--- config.mk ---
export PLATFORM = sky130hd
export DESIGN_NAME = usb_transfer_descriptor_chain_builder
export DESIGN_NICKNAME = d
export VERILOG_FILES = /design/src/rtl/core/usbtd_pkg.sv /design/src/rtl/core/usb_transfer_descriptor_chain_builder.sv /design/src/rtl/core/usbtd_ctrl.sv /design/src/rtl/core/usbtd_dp.sv
export VERILOG_INCLUDE_DIRS = /design/src /design/src/rtl/core
export SDC_FILE = /design/constraint.sdc
export NUM_CORES = 1
export LEC_CHECK = 0
export ABC_AREA = 1
export BUFFER_PORTS_ARGS = -buffer_cell sky130_fd_sc_hd__buf_2
export CORE_MARGIN = 8
export CORE_UTILIZATION = 40
export DETAILED_ROUTE_END_ITERATION = 12
export MAX_ROUTING_LAYER = met4
export SLEW_MARGIN = 20
export SYNTH_ARGS = -nofsm -noshare
export SYNTH_HDL_FRONTEND = slang
export SYNTH_SLANG_ARGS = --single-unit
--- constraint.sdc ---
create_clock -name clk -period 6.35 [get_ports clk]
set_clock_uncertainty 0.15 [all_clocks]
set_input_delay 0.3175 -clock clk [delete_from_list [all_inputs] [get_ports clk]]
set_output_delay 0.3175 -clock clk [all_outputs]
set_load 0.01 [all_outputs]
--- src/rtl/core/usb_transfer_descriptor_chain_builder_assert.svh ---
// Assertion macros for the descriptor chain builder.
// Each macro expects clk and rst in scope at the point of use.
`ifndef USB_TRANSFER_DESCRIPTOR_CHAIN_BUILDER_ASSERT_SVH
`define USB_TRANSFER_DESCRIPTOR_CHAIN_BUILDER_ASSERT_SVH
`ifndef SYNTHESIS
`define UTD_ASSERT_IMP(name, ante, cons) \
  name: assert property (@(posedge clk) disable iff (rst) (ante) |-> (cons)) \
    else $error("same-cycle implication failed");
`define UTD_ASSERT_NXT(name, ante, cons) \
  name: assert property (@(posedge clk) disable iff (rst) (ante) |=> (cons)) \
    else $error("next-cycle implication failed");
`else
`define UTD_ASSERT_IMP(name, ante, cons)
`define UTD_ASSERT_NXT(name, ante, cons)
`endif
`endif

--- src/rtl/core/usbtd_pkg.sv ---
package usbtd_pkg;

  localparam int unsigned POOL_SLOTS = 512;
  localparam int unsigned MAX_PIECES = 64;
  localparam int unsigned SLOT_W     = 9;
  localparam int unsigned CNT_W      = 7;
  localparam int unsigned LEN_W      = 15;
  localparam int unsigned MP_W       = 7;
  localparam int unsigned END_W      = 11;

  localparam logic [LEN_W-1:0] LEN_LIMIT  = 15'd16384;
  localparam logic [31:0]      ST_FULL    = 32'h0080_0000;
  localparam logic [31:0]      ST_LOW     = 32'h0480_0000;
  localparam logic [31:0]      LINK_DEPTH = 32'h0000_0004;
  localparam logic [31:0]      LINK_END   = 32'h0000_0001;
  localparam logic [MP_W-1:0]  MP_MAX     = 7'd64;
  localparam logic [MP_W-1:0]  MP_RESET   = 7'd64;

  typedef enum logic {
    REG_POOL_BASE  = 1'b0,
    REG_MAX_PACKET = 1'b1
  } reg_index_t;

  typedef enum logic [1:0] {
    KIND_OUT   = 2'd0,
    KIND_IN    = 2'd1,
    KIND_SETUP = 2'd2,
    KIND_BAD   = 2'd3
  } kind_t;

  localparam logic [7:0] PID_OUT   = 8'hE1;
  localparam logic [7:0] PID_IN    = 8'h69;
  localparam logic [7:0] PID_SETUP = 8'h2D;

  // Commands from the sequencer to the datapath
  typedef struct packed {
    logic load;        // latch request fields
    logic count_step;  // take one packet out of the length
    logic emit_init;   // rewind for descriptor output
    logic emit_step;   // output one descriptor and advance
    logic emit_err;    // output the reject result
  } dp_cmd_t;

  // Status from the datapath to the sequencer
  typedef struct packed {
    logic early_bad;   // bad kind, length or low-speed bulk
    logic rem_gt_mp;   // more than one packet left
    logic cnt_full;    // piece count at its limit
    logic slot_bad;    // chain runs past the pool
    logic last;        // current descriptor is the final one
  } dp_stat_t;

  function automatic logic [7:0] pid_of(input logic [1:0] kind);
    logic [7:0] pid;
    case (kind)
      KIND_OUT:   pid = PID_OUT;
      KIND_IN:    pid = PID_IN;
      KIND_SETUP: pid = PID_SETUP;
      default:    pid = 8'h00;
    endcase
    return pid;
  endfunction

endpackage

--- src/rtl/core/usb_transfer_descriptor_chain_builder.sv ---
// Flow: a request of P descriptors is first sized in the count state, one packet size taken
//   off per cycle, then the check state tests the pool bounds, then descriptors go out back to back.
// Busy holds from start until the request is done (P up to 64), so no new request is taken
//   before then; a reject result is issued from the count or the check state.
// Results show for exactly one cycle on strobe; the receiver cannot stall.
// Reset (rst, synchronous): sequencer idle, strobe low, pool_base 0, max_packet 64.
`include "usb_transfer_descriptor_chain_builder_assert.svh"

module usb_transfer_descriptor_chain_builder
  import usbtd_pkg::*;
(
  input  logic              clk,
  input  logic              rst,
  // register write port
  input  logic              wr_en,
  input  logic              wr_index,
  input  logic [31:0]       wr_data,
  // request
  input  logic              start,
  output logic              busy,
  input  logic [6:0]        usb_address,
  input  logic [3:0]        endpoint,
  input  logic [1:0]        packet_kind,
  input  logic              start_toggle,
  input  logic [31:0]       buffer_address,
  input  logic [LEN_W-1:0]  byte_length,
  input  logic              low_speed,
  input  logic              is_bulk,
  input  logic [SLOT_W-1:0] first_slot,
  input  logic              link_onward,
  // descriptor results
  output logic              strobe,
  output logic [SLOT_W-1:0] slot_index,
  output logic [31:0]       link_word,
  output logic [31:0]       status_word,
  output logic [31:0]       token_word,
  output logic [31:0]       buffer_word,
  output logic              following_toggle,
  output logic              error_flag,
  output logic              last_flag
);

  // The sequencer walks idle -> count -> check -> emit. Counting takes one packet size out of
  // the remaining length per cycle, so the piece count is known (and the 64-piece limit and
  // pool overrun checked) before the first descriptor transaction goes out. A rejected request
  // gives one error transaction and the sequencer drops back to idle.
  dp_cmd_t  cmd;
  dp_stat_t stat;

  usbtd_ctrl u_ctrl (
    .clk   (clk),
    .rst   (rst),
    .start (start),
    .stat  (stat),
    .busy  (busy),
    .cmd   (cmd)
  );

  // The datapath holds the registers, the latched request, running slot, buffer and link
  // addresses, and the output registers; a new request can be accepted while the last
  // descriptor transaction of the previous one still sits on the outputs.
  usbtd_dp u_dp (
    .clk              (clk),
    .rst              (rst),
    .wr_en            (wr_en),
    .wr_index         (wr_index),
    .wr_data          (wr_data),
    .cmd              (cmd),
    .stat             (stat),
    .usb_address      (usb_address),
    .endpoint         (endpoint),
    .packet_kind      (packet_kind),
    .start_toggle     (start_toggle),
    .buffer_address   (buffer_address),
    .byte_length      (byte_length),
    .low_speed        (low_speed),
    .is_bulk          (is_bulk),
    .first_slot       (first_slot),
    .link_onward      (link_onward),
    .strobe           (strobe),
    .slot_index       (slot_index),
    .link_word        (link_word),
    .status_word      (status_word),
    .token_word       (token_word),
    .buffer_word      (buffer_word),
    .following_toggle (following_toggle),
    .error_flag       (error_flag),
    .last_flag        (last_flag)
  );

  // A reject transaction carries nothing but the error flag
  `UTD_ASSERT_IMP(a_err_clean, strobe && error_flag, !last_flag && token_word == 32'd0)
  // An accepted request always keeps the block busy for the next cycle
  `UTD_ASSERT_NXT(a_start_busy, start && !busy, busy)
  // Descriptors of one chain go out back to back
  `UTD_ASSERT_NXT(a_chain_dense, strobe && !error_flag && !last_flag, strobe)
  // The following toggle is the inverse of the toggle packed in the token
  `UTD_ASSERT_IMP(a_toggle_flip, strobe && !error_flag, following_toggle != token_word[19])

endmodule

--- src/rtl/core/usbtd_ctrl.sv ---
module usbtd_ctrl
  import usbtd_pkg::*;
(
  input  logic     clk,
  input  logic     rst,
  input  logic     start,
  input  dp_stat_t stat,
  output logic     busy,
  output dp_cmd_t  cmd
);

  typedef enum logic [3:0] {
    S_IDLE  = 4'b0001,
    S_COUNT = 4'b0010,
    S_CHECK = 4'b0100,
    S_EMIT  = 4'b1000
  } state_t;

  state_t state, state_next;

  always_ff @(posedge clk) begin
    if (rst) begin
      state <= S_IDLE;
    end else begin
      state <= state_next;
    end
  end

  always_comb begin
    state_next = state;
    cmd        = '0;
    busy       = (state != S_IDLE);
    case (state)
      S_IDLE: begin
        if (start) begin
          cmd.load   = 1'b1;
          state_next = S_COUNT;
        end
      end
      S_COUNT: begin
        if (stat.early_bad) begin
          cmd.emit_err = 1'b1;
          state_next   = S_IDLE;
        end else if (stat.rem_gt_mp) begin
          if (stat.cnt_full) begin
            cmd.emit_err = 1'b1;
            state_next   = S_IDLE;
          end else begin
            cmd.count_step = 1'b1;
          end
        end else begin
          state_next = S_CHECK;
        end
      end
      S_CHECK: begin
        if (stat.slot_bad) begin
          cmd.emit_err = 1'b1;
          state_next   = S_IDLE;
        end else begin
          cmd.emit_init = 1'b1;
          state_next    = S_EMIT;
        end
      end
      S_EMIT: begin
        cmd.emit_step = 1'b1;
        if (stat.last) begin
          state_next = S_IDLE;
        end
      end
      default: begin
        state_next = S_IDLE;
      end
    endcase
  end

endmodule

--- src/rtl/core/usbtd_dp.sv ---
module usbtd_dp
  import usbtd_pkg::*;
(
  input  logic              clk,
  input  logic              rst,
  input  logic              wr_en,
  input  logic              wr_index,
  input  logic [31:0]       wr_data,
  input  dp_cmd_t           cmd,
  output dp_stat_t          stat,
  input  logic [6:0]        usb_address,
  input  logic [3:0]        endpoint,
  input  logic [1:0]        packet_kind,
  input  logic              start_toggle,
  input  logic [31:0]       buffer_address,
  input  logic [LEN_W-1:0]  byte_length,
  input  logic              low_speed,
  input  logic              is_bulk,
  input  logic [SLOT_W-1:0] first_slot,
  input  logic              link_onward,
  output logic              strobe,
  output logic [SLOT_W-1:0] slot_index,
  output logic [31:0]       link_word,
  output logic [31:0]       status_word,
  output logic [31:0]       token_word,
  output logic [31:0]       buffer_word,
  output logic              following_toggle,
  output logic              error_flag,
  output logic              last_flag
);

  logic [31:0]       pool_base;
  logic [MP_W-1:0]   max_packet;

  logic [6:0]        addr;
  logic [3:0]        ep;
  logic [1:0]        kind;
  logic              tog;
  logic [31:0]       buf_start;
  logic [LEN_W-1:0]  len;
  logic              low;
  logic              bulk;
  logic [SLOT_W-1:0] slot;
  logic              onward;
  logic [MP_W-1:0]   mp;

  logic [LEN_W-1:0]  rem;
  logic [CNT_W-1:0]  cnt;
  logic [CNT_W-1:0]  idx;
  logic [SLOT_W-1:0] slot_cur;
  logic [31:0]       buf_cur;
  logic [31:0]       link_addr;

  logic [MP_W-1:0]   mp_eff;
  logic [END_W-1:0]  end_slot;
  logic [SLOT_W:0]   slot_inc;
  logic [10:0]       plen_m1;

  always_ff @(posedge clk) begin
    if (rst) begin
      pool_base  <= '0;
      max_packet <= MP_RESET;
    end else if (wr_en) begin
      case (wr_index)
        REG_POOL_BASE:  pool_base  <= wr_data;
        REG_MAX_PACKET: max_packet <= wr_data[MP_W-1:0];
        default: ;
      endcase
    end
  end

  // Clamp the packet size into 1..64
  always_comb begin
    if (max_packet == '0) begin
      mp_eff = 7'd1;
    end else if (max_packet > MP_MAX) begin
      mp_eff = MP_MAX;
    end else begin
      mp_eff = max_packet;
    end
  end

  assign end_slot = END_W'(slot) + END_W'(cnt) - END_W'(1) + END_W'(onward);
  assign slot_inc = {1'b0, slot} + (SLOT_W+1)'(1);

  assign stat.early_bad = (low & bulk) | (len > LEN_LIMIT) | (kind == KIND_BAD);
  assign stat.rem_gt_mp = (rem > LEN_W'(mp));
  assign stat.cnt_full  = (cnt == CNT_W'(MAX_PIECES));
  assign stat.slot_bad  = (end_slot >= END_W'(POOL_SLOTS));
  assign stat.last      = (idx == cnt);

  // Final piece carries the remainder; a null packet wraps to all ones
  assign plen_m1 = stat.last ? (rem[10:0] - 11'd1) : (11'(mp) - 11'd1);

  always_ff @(posedge clk) begin
    if (cmd.load) begin
      addr      <= usb_address;
      ep        <= endpoint;
      kind      <= packet_kind;
      tog       <= start_toggle;
      buf_start <= buffer_address;
      len       <= byte_length;
      low       <= low_speed;
      bulk      <= is_bulk;
      slot      <= first_slot;
      onward    <= link_onward;
      mp        <= mp_eff;
      rem       <= byte_length;
      cnt       <= CNT_W'(1);
    end else if (cmd.count_step) begin
      rem <= rem - LEN_W'(mp);
      cnt <= cnt + CNT_W'(1);
    end else if (cmd.emit_init) begin
      rem       <= len;
      idx       <= CNT_W'(1);
      slot_cur  <= slot;
      buf_cur   <= buf_start;
      link_addr <= pool_base + {17'd0, slot_inc, 5'd0};
    end else if (cmd.emit_step) begin
      rem       <= rem - LEN_W'(mp);
      idx       <= idx + CNT_W'(1);
      slot_cur  <= slot_cur + SLOT_W'(1);
      buf_cur   <= buf_cur + 32'(mp);
      link_addr <= link_addr + 32'd32;
      tog       <= ~tog;
    end
  end

  always_ff @(posedge clk) begin
    if (rst) begin
      strobe <= 1'b0;
    end else begin
      strobe <= cmd.emit_step | cmd.emit_err;
    end
  end

  always_ff @(posedge clk) begin
    if (cmd.emit_err) begin
      slot_index       <= '0;
      link_word        <= '0;
      status_word      <= '0;
      token_word       <= '0;
      buffer_word      <= '0;
      following_toggle <= 1'b0;
      error_flag       <= 1'b1;
      last_flag        <= 1'b0;
    end else if (cmd.emit_step) begin
      slot_index       <= slot_cur;
      link_word        <= (stat.last && !onward) ? LINK_END : (link_addr | LINK_DEPTH);
      status_word      <= low ? ST_LOW : ST_FULL;
      token_word       <= {plen_m1, 1'b0, tog, ep, addr, pid_of(kind)};
      buffer_word      <= buf_cur;
      following_toggle <= ~tog;
      error_flag       <= 1'b0;
      last_flag        <= stat.last;
    end
  end

endmodule
==> impl_metrics.tcl <==
set metrics [dict create \
    die_x_um 220.0 \
    netlist_instances 1963 \
    via_count 13980 \
    pwr-share-clk_pct 42.0 \
    internal_power_uw 3840 \
    cts_tree "done" \
    syn_to_final_growth_pct 22.00 \
    power_density_nw_per_um2 252.4 \
    core_um2 40920 \
    wl_per_cell_um 16.55 \
    worstSetupEndpointType "flip-flop" \
    switching_power_uw 1284 \
    rrSetupSlack_ns 2.30 \
    nNetsFinal 2428 \
    numCtsBuffers 38 \
    cp-start-kind "flip-flop" \
    slew_violations 0 \
    clkLatencyLatePin_ns 0.56 \
    synth.avg_cell_area_um2 8.476 \
    swShare_pct 25.06 \
    ant_nets 0 \
    peakVddDrop_v 0.0002090 \
    cp_max_fo 35 \
    final_core_util_pct 49.60 \
    p_seq_share_pct 47.3 \
    die_height_um 220.0 \
    hold_violations 0 \
    max_freq_ghz 0.2472 \
    cp.arrival_ns 3.93 \
    antenna_found_initial 0 \
    maxCapViolCount 0 \
    hold_class "in -> reg" \
    vias_per_cell 4.937 \
    slew-limit-headroom_pct 30.22 \
    ys_seq_elements 330 \
    gp_congestion 0.8682 \
    ys_warn_count 0 \
    firstDrtPassIters 5 \
    rows 74 \
    fin_crit_ns 4.045 \
    synth_flop_cell "edfxtp_1" \
    synth_edf_count 174 \
    path_class "reg -> reg" \
    initial_core_util_pct 40.66 \
    async_flop_share_pct 0 \
    grt_pass1_wl_um 73730 \
    status "finished clean" \
    yosysSeqAreaShare_pct 50.17 \
    h-tree-depth 2 \
    wirelength_um 46860 \
    drc 0 \
    p_leak_uw 0.008695 \
    root_buffer "clkbuf_16" \
    grt-ovfl-total 0 \
    numPortBuffers 218 \
    hpwl_um 33330 \
    ios 252 \
    die_area_um2 48380 \
    grt_setup_unrepaired "no" \
    setup_tns_ns 0 \
    crit_required_ns 6.24 \
    grt_max_degree 96 \
    cts.sink_count 330 \
    drive_gt1_share_pct 14.27 \
    clk_pin_slew_worst_paths_ns 0.06 \
    first_global_vias 13980 \
    drtIter0Drc 874 \
    fillers 3905 \
    combPwrFrac_pct 10.8 \
    ys_types 49 \
    globalRouteTotalUtil_pct 19.51 \
    cts_buffer_depth 3 \
    netlist_area_um2 16640 \
    setup_viol 0 \
    post_cts_resized 0 \
    fin_crit_sh_pct 63.71 \
    worst_slew_pin_slew_ns 1.047 \
]
synthesized netlist by cell type (38+ instances only):
cell type | count | share of area (%)
a21oi_1 | 108 | 3.2
edfxtp_1 | 174 | 31
inv_1 | 165 | 3.7
xnor2_1 | 38 | 2.0
xor2_1 | 69 | 3.6
ha_1 | 46 | 3.5
nor2_1 | 182 | 4.1
clkbuf_1 | 39 | 0.88
o21ai_0 | 142 | 4.3
dfxtp_1 | 156 | 19
nand2_1 | 527 | 12
nand3_1 | 93 | 2.8
final cells by class:
cell class,count,area [um2],share of cell area [%]
antenna,1,2.502,0.01233
clock buffer,56,1124,5.535
clock inverter,14,93.84,0.4623
inverter,167,630.6,3.107
multi-input combinational,1395,7183,35.39
sequential,330,8348,41.12
tap,532,665.6,3.279
timing repair buffer,336,2252,11.09
cells in the final DEF (no fill, tap or decap), drive strengths merged:
| cell | synthesis | layout |
|---|---|---|
| a211oi | 1 | 1 |
| a21boi | 5 | 5 |
| a21o | 4 | 4 |
| a21oi | 131 | 131 |
| a221oi | 1 | 1 |
| a31oi | 2 | 2 |
| and2 | 1 | 1 |
| and3 | 2 | 2 |
| buf | 64 | 226 |
| bufinv | 0 | 1 |
| clkbuf | 39 | 56 |
| clkinv | 1 | 14 |
| clkinvlp | 0 | 1 |
| conb | 1 | 33 |
| dfxtp | 156 | 156 |
| diode | 0 | 1 |
| dlygate4sd3 | 0 | 110 |
| edfxtp | 174 | 174 |
| fa | 4 | 4 |
| ha | 46 | 46 |
| inv | 166 | 165 |
| nand2 | 531 | 531 |
| nand3 | 94 | 94 |
| nand3b | 9 | 9 |
| nand4 | 27 | 27 |
| nor2 | 185 | 185 |
| nor3 | 33 | 33 |
| nor3b | 2 | 2 |
| nor4 | 8 | 8 |
| o21a | 1 | 1 |
| o21ai | 147 | 147 |
| o21bai | 10 | 10 |
| o22ai | 3 | 3 |
| o31ai | 1 | 1 |
| or2 | 7 | 7 |
| xnor2 | 38 | 38 |
| xor2 | 69 | 69 |
final timing paths:
path / to / start / depth (start not counted)
worst max-delay path: u_dp.rem[2] / u_dp.cnt[0] / 15
worst max register to register: u_dp.rem[2] / u_dp.cnt[0] / 15
worst min-delay path: u_ctrl.state[0] / start / 6
worst min register to register: u_dp.link_word[1] / u_dp.link_addr[1] / 2
logic make-up after synthesis:
logic type      share of synthesized area [%]
simple gates                            22.52
xor+xnor                                5.632
compound gates                          10.20
flops                                   50.17
fa+ha+maj                               3.940
other cells                           0.02254
buf+inv                                 7.505
per-stage QoR:
stage	cells	power [uW]	setup slack [ns]	area, um2	hold WS (ns)
after floorplan	1995	2803	1.946	16760	0.2366
after global placement	2650	2959	2.354	17980	0.2885
after detailed placement	2650	2964	2.266	17980	0.2881
after CTS	2830	5180	2.274	20300	0.1327
after global routing	2830	5350	1.898	20300	0.1768
final	2831	5124	2.305	20300	0.1909
power by group through the flow:
stage | registers [uW] | logic [uW] | clock network, uW
4_1_cts | 2420 | 553 | 2210
2_1_floorplan | 2450 | 355 | 0
5_1_grt | 2430 | 626 | 2290
3_3_place_gp | 2470 | 494 | 0
6_report | 2420 | 551 | 2150
3_5_place_dp | 2470 | 498 | 0
registers in the layout, summed over array words and instances (netlist names), 9 cells and up:
name and flops:
u_dp.buf_cur 32, u_dp.buf_start 32, u_dp.buffer_word 32, u_dp.len 15, u_dp.link_addr 31, u_dp.link_word 32, u_dp.pool_base 31, u_dp.rem 15
u_dp.slot 9, u_dp.slot_cur 9, u_dp.slot_index 9, u_dp.token_word 28
worst max-delay path, stage by stage (launching register included):
cell and delay (ns):
dfxtp_1 0.43, ha_1 0.20, inv_1 0.06, fa_1 0.40, inv_1 0.07, nand2_1 0.04, nand2_1 0.12, nand3_1 0.10
nand3_1 0.09, nand2_1 0.05, nor2_1 0.09, nand3_1 0.10, nand2_2 0.12, nand2_2 0.14, nand2_2 0.53, nand4_1 0.81
layer usage:
layer	up-vias	share of wire (%)	wire length [um]	GRT usage (%)
li1	7022	-	-	-
met1	6496	45	21210	25.00
met2	393	46	21670	31.28
met3	65	6.1	2845	3.510
met4	0	2.4	1130	5.833
met5	-	0	0	-
what timing repair did:
item                      4_1_cts  5_1_grt
hold buffers                  110        0
hold endpoints to repair      129        0
setup buffers                   0        0
No activity file was read; power rests on OpenSTA's default activity.
